File: config.mk
export PLATFORM = sky130hd
export DESIGN_NAME = coo_scan
export DESIGN_NICKNAME = d
export VERILOG_FILES = /design/src/sv/coo_sparse_entry_store_defines.svh /design/src/sv/coo_pkg.sv /design/src/sv/coo_scan.sv
export SDC_FILE = /design/constraint.sdc
export NUM_CORES = 1
export LEC_CHECK = 0
export BUFFER_PORTS_ARGS = -buffer_cell sky130_fd_sc_hd__buf_2
export CORE_UTILIZATION = 38
export DETAILED_ROUTE_END_ITERATION = 12
export PLACE_DENSITY = 0.82
export REMOVE_ABC_BUFFERS = 1
export SYNTH_ARGS = -nofsm -noshare
export SYNTH_HDL_FRONTEND = slang
export SYNTH_SLANG_ARGS = --single-unit
File: constraint.sdc
create_clock -name i_clk -period 2.8 [get_ports i_clk]
set_input_delay 0.56 -clock i_clk [delete_from_list [all_inputs] [get_ports i_clk]]
set_output_delay 0.56 -clock i_clk [all_outputs]
set_load 0.01 [all_outputs]
File: src/sv/coo_sparse_entry_store_defines.svh
`ifndef COO_SPARSE_ENTRY_STORE_DEFINES_SVH
`define COO_SPARSE_ENTRY_STORE_DEFINES_SVH

`ifndef NO_ASSERTIONS

// The property must hold at every clock edge outside reset.
`define COO_ASSERT(lbl, prop) \
    lbl: assert property (@(posedge i_clk) disable iff (!i_rst_n) (prop)) \
        else $error("coo_sparse_entry_store: assertion failed");

// The consequence must hold in the cycle after the antecedent.
`define COO_ASSERT_NEXT(lbl, ante, cons) \
    lbl: assert property (@(posedge i_clk) disable iff (!i_rst_n) (ante) |=> (cons)) \
        else $error("coo_sparse_entry_store: assertion failed");

`else

`define COO_ASSERT(lbl, prop)

`define COO_ASSERT_NEXT(lbl, ante, cons)

`endif

`endif

File: src/sv/coo_pkg.sv
package coo_pkg;

    localparam int CAPACITY = 256;
    localparam int ADDR_W   = $clog2(CAPACITY);
    localparam int CNT_W    = $clog2(CAPACITY + 1);
    localparam int ROW_W    = 16;
    localparam int COL_W    = 16;
    localparam int VAL_W    = 32;
    localparam int EXT_W    = 17;
    localparam int CFG_IDX_W = 1;

    localparam logic REQ_READ  = 1'b0;
    localparam logic REQ_WRITE = 1'b1;

    localparam logic [CFG_IDX_W-1:0] CFG_INITIAL_ROWS = 1'b0;
    localparam logic [CFG_IDX_W-1:0] CFG_INITIAL_COLS = 1'b1;

    typedef struct packed {
        logic [ROW_W-1:0]        row;
        logic [COL_W-1:0]        col;
        logic signed [VAL_W-1:0] value;
    } t_entry;

    localparam int ENTRY_W = $bits(t_entry);

    typedef struct packed {
        logic                    done;
        logic                    hit;
        logic [ADDR_W-1:0]       hit_addr;
        logic signed [VAL_W-1:0] value;
    } t_scan_status;

endpackage

File: src/sv/coo_scan.sv
module coo_scan
    import coo_pkg::*;
(
    input  logic              i_clk,
    input  logic              i_rst_n,
    input  logic              i_start,
    input  logic [ROW_W-1:0]  i_row,
    input  logic [COL_W-1:0]  i_col,
    input  logic [CNT_W-1:0]  i_count,
    output logic [ADDR_W-1:0] o_raddr,
    input  t_entry            i_rdata,
    output t_scan_status      o_status
);

    typedef enum logic [1:0] {
        SC_IDLE = 2'b01,
        SC_RUN  = 2'b10
    } t_scan_state;

    t_scan_state       r_state, n_state;
    logic [CNT_W-1:0]  r_addr, n_addr;
    logic              r_cmp_vld, n_cmp_vld;
    logic [ADDR_W-1:0] r_cmp_addr;
    logic              issue;
    logic              hit;
    logic              done;

    assign issue = (r_state == SC_RUN) && (r_addr < i_count);
    assign hit   = r_cmp_vld && (i_rdata.row == i_row) && (i_rdata.col == i_col);
    assign done  = (r_state == SC_RUN) && (hit || (!issue && !r_cmp_vld));

    always_comb begin
        n_state   = r_state;
        n_addr    = r_addr;
        n_cmp_vld = r_cmp_vld;
        unique case (r_state)
            SC_IDLE: begin
                if (i_start) begin
                    n_state   = SC_RUN;
                    n_addr    = '0;
                    n_cmp_vld = 1'b0;
                end
            end
            SC_RUN: begin
                n_addr    = r_addr + CNT_W'(issue);
                n_cmp_vld = issue;
                if (done) begin
                    n_state   = SC_IDLE;
                    n_cmp_vld = 1'b0;
                end
            end
            default: begin
                n_state = SC_IDLE;
            end
        endcase
    end

    always_ff @(posedge i_clk) begin
        if (!i_rst_n) begin
            r_state   <= SC_IDLE;
            r_addr    <= '0;
            r_cmp_vld <= 1'b0;
        end else begin
            r_state   <= n_state;
            r_addr    <= n_addr;
            r_cmp_vld <= n_cmp_vld;
        end
    end

    always_ff @(posedge i_clk) begin
        r_cmp_addr <= r_addr[ADDR_W-1:0];
    end

    assign o_raddr = r_addr[ADDR_W-1:0];

    always_comb begin
        o_status.done     = done;
        o_status.hit      = hit;
        o_status.hit_addr = r_cmp_addr;
        o_status.value    = i_rdata.value;
    end

endmodule

# == After elaboration in Yosys (flattened, before gate mapping) ==
# Cells that the tools add are included.
# word_totals
latchBits,0
inputBits,108
ramBits,0
rom_bits,0
mem_count,0
reg_bits,20
# classes
n_bitwise,0
n_mux,8
add_sub_neg,1
n_lt_le_gt_ge,1
n_eq_ne,6
mul,0
shift,0
div,0
n_reduce_logical,11
# ops
operator,n
== test 16 bit,2
one-hot mux 9 bit (2 select lines),1
adder 9 x 1 -> 9 bit,1
less-than comparator 9 bit,1
2-to-1 mux 9 bit,1
logical AND 1 bit,5
2-to-1 mux 2 bit,2
"inequality test 2 bit, second input constant",2
one-hot mux 2 bit (2 select lines),1
AND reduction 2 bit,2
"== test 2 x 1 -> 1 bit, second input constant",1
"== test 2 bit, second input constant",1
zero test 1 bit,2
2-to-1 mux 1 bit,2
one-hot mux 1 bit (2 select lines),1
nonzero test 2 bit,1
logical OR 1 bit,1

# == Depth between registers and ports, before layout ==
# logic_depth
ltp_word,8
depth_mapped,11
ltp_nobuf,11

# == Worst setup path before layout ==
# OpenSTA, ideal clock, no wires.
# synth_path
path_kind,input port to flip-flop
from,input port i_count[7]
to,register r_addr[8]
t_arrival_ns,2.397
n_path_buf,0
required_time_ns,2.741
path_stages,11
setup_ns,0.059
path_slack_ns,0.344
cell_sequence,inv_1 -> ha_1 -> a21o_1 -> a211oi_2 -> o211a_2 -> ha_1 -> ha_1 -> nand2_1 -> nor3_1 -> mux2i_1 -> and2_1
# synth_between
elab_chain_len,4
# synth_rtl
item,line_no,text
start: declaration,coo_scan.sv:9,"input logic [CNT_W-1:0] i_count,"
less-than comparator 9 bit,coo_scan.sv:28,assign issue = (r_state == SC_RUN) && (r_addr < i_count);
logical AND 1 bit,coo_scan.sv:28,
adder 9 x 1 -> 9 bit,coo_scan.sv:45,n_addr = r_addr + CNT_W'(issue);
one-hot mux 9 bit (2 select lines),coo_scan.sv:36,unique case (r_state)
end signal: assignment,coo_scan.sv:65,r_addr <= n_addr;
end: declaration,coo_scan.sv:21,"logic [CNT_W-1:0] r_addr, n_addr;"
# No other way between the ends.
# A chain may end at the register's enable or synchronous reset.

==> reports/metrics.yaml <==
outcome:
  status: "finished, final reports clean"
sta:
  finalHoldViolations: 0
  worstMarginPinSlew_ps: 369
  skew_ps: 6.13
  whs_ps: 427
  fin_ws_ps: 232
  relSlewSlack_pct: 75.0
  grt_setup_unrepaired: "no"
  slew_viol_final: 0
  post-route-period-util_pct: 91.7
  max_freq_ghz: 0.389
  period_minus_slack_ps: 2570
  setup_tns_ps: 0
  setup_viol: 0
critical_path:
  end_kind: "primary output"
  cpPeakStageDelay_ps: 420
  cp_slowest_cell: "dfxtp_1"
  required_ps: 2240
  worstSetupStartpointType: "flip-flop"
  path_cells: "ha_1 -> a21o_1 -> a211oi_2 -> o211a_2 -> nor2_1 -> o21a_1 -> buf_2"
  cp.arrival_ps: 2010
  path_class: "flip-flop to primary output"
  path_max_fanout: 6
place:
  preCtsSetupSlack_ps: 99.0
  dp_hpwl_um: 4120
  place.port_buffers: 93
  dpl.cell_count: 305
  routabilityCongestion: 0.840
logic_synthesis:
  synthArstFlopShare_pct: 0
  netlist_instances: 202
  ys.flop_type: "dfxtp_1"
  syn_area_per_cell_um2: 8.54
  yosysWarnings: 0
  synth_seq_cells: 20
  yosysUniqueCellTypes: 43
  ys_seq_area_share_pct: 23.2
  synth_edf_count: 0
  syn_area_um2: 1720
global_route:
  grt_pass1_wl_um: 6920
  overflow: 0
  grt_pass1_vias: 1484
  antenna_found_initial: 0
  grt_max_degree: 12
  grt_usage_pct: 18.5
floorplan:
  start_util_pct: 39.6
  coreArea_um2: 4350
  io_pins: 158
  die_w_um: 69.4
  rows: 24
  die_area_um2: 4810
  die-height_um: 69.4
cells_and_area:
  insertedDiodeCount: 0
  final_cells: 309
  fillers: 428
  final_common_cell: "buf_2"
  area_growth_syn_to_layout_pct: 16.0
  nets: 376
  drive_above_1_share_pct: 40.9
  mostFrequentLayoutCells: "buf_2 (93), xor2_1 (31), dfxtp_1 (20)"
drt:
  wirelength_um: 4720
  drc: 0
  vias: 1614
  drt-pass1-iter-count: 4
  drtIter0Drc: 76
  wl_per_cell_um: 15.3
  viasPerCell: 5.22
  drtAntennaViolNets: 0
clock_tree:
  cts_setup_buffers: 0
  clkTransAtPathRegs_ps: 80
  clockBufferDepth: 2
  cts_root_buf: "clkbuf_8"
  hold_buffers: 0
  cts_buffers: 3
  cts_resized: 0
  insertion_delay_ps: 260
  tritoncts: "yes"
  htreeDepth: 1
  cts.sinks: 20
power_and_ir_drop:
  p_sw_share_pct: 26.1
  clock_power_share_pct: 33.3
  intPower_mw: 0.490
  pwr-share-seq_pct: 44.3
  power_frac_comb_pct: 22.4
  peakVddDrop_mv: 0.196
  p_leak_nw: 1.04
  pwr_density_cell_nw_per_um2: 332
  power.switching_mw: 0.173
run:
  maxCapViolCount: 0
worst_hold_path:
  holdCritPathClass: "flip-flop to flip-flop"
-- cell families after synthesis --
family                   count (synthesis)  synth area share, %
AO/OA/AOI/OAI                           27                 12.0
XOR/XNOR                                32                 16.3
buffers and inverters                   54                 21.2
flip-flops                              20                 23.2
adder cells (fa/ha/maj)                 10                 7.26
multiplexers                             1                0.581
AND/OR/NAND/NOR                         58                 19.5
-- power by group through the flow --
stage	sequential (mW)	clock [mW]	combinational (mW)
3_3_place_gp	0.300	0	0.147
3_5_place_dp	0.301	0	0.150
4_1_cts	0.294	0.229	0.151
2_1_floorplan	0.300	0	0.0715
5_1_grt	0.295	0.238	0.164
6_report	0.294	0.221	0.149
-- registers in the layout, indices dropped and copies added (netlist names) --
register    cells
r_addr          9
r_cmp_addr      8
r_cmp_vld       1
r_state         2
-- layer usage --
metal	track usage (%)	wire length, um	up-vias
met5	7.78	0	-
li1	-	-	780
met3	12.4	761	8
met4	3.40	31	0
met1	19.1	1830	699
met2	30.5	2100	127
-- synthesized netlist by cell type, types with 2 or more instances --
| cell | n | share of area (%) |
|---|---|---|
| nor4_1 | 12 | 4.4 |
| a21boi_1 | 2 | 0.87 |
| and3_1 | 4 | 1.5 |
| o211ai_1 | 2 | 0.87 |
| or3_1 | 2 | 0.73 |
| and2_1 | 2 | 0.73 |
| ha_1 | 10 | 7.3 |
| nand2_1 | 11 | 2.4 |
| dfxtp_1 | 20 | 23 |
| nor2_1 | 5 | 1.1 |
| buf_4 | 43 | 19 |
| a31oi_1 | 2 | 0.73 |
| nand3_1 | 6 | 1.7 |
| nor3_1 | 2 | 0.58 |
| xor2_1 | 31 | 16 |
| a21o_1 | 3 | 1.3 |
| o21a_1 | 3 | 1.3 |
| nand2b_1 | 2 | 0.73 |
| inv_1 | 9 | 2.0 |
| o221ai_1 | 2 | 1.0 |
| o21ai_0 | 2 | 0.58 |
| a21oi_1 | 3 | 0.87 |
| nand4_1 | 4 | 1.5 |
-- through the flow --
stage	utilization (%)	total power, mW	instance area [um2]
finish	45.9	0.664	2000
detailed placement	44.7	0.451	1950
CTS	45.9	0.673	2000
global route	45.9	0.697	2000
floorplan	-	0.371	1390
global placement	44.7	0.447	1950
-- layout make-up --
cell class	count	area, um2	share of cell area [%]
Multi-Input combinational cell	128	958	47.9
Timing Repair Buffer	96	488	24.4
Sequential cell	20	400	20.0
Tap cell	52	65.1	3.25
Clock buffer	4	55.1	2.75
Inverter	9	33.8	1.69
-- worst paths after layout --
kind                            startpoint            end  depth (start not counted)  slack [ps]
worst max-delay path             r_addr[7]   o_status[41]                          7         230
worst max register to register   r_addr[7]      r_addr[8]                         10         380
worst min register to register   r_addr[5]  r_cmp_addr[5]                          0         430
worst min-delay path             r_addr[5]  r_cmp_addr[5]                          0         430
-- worst max-delay path: cells and delay by family, from the launching register on --
kind            cells  cell delay [ps]
buf+inv             1              140
compound gates      4              860
flops               1              420
simple gates        1               60
fa+ha+maj           1              270
No activity file was read; power rests on OpenSTA's default activity.
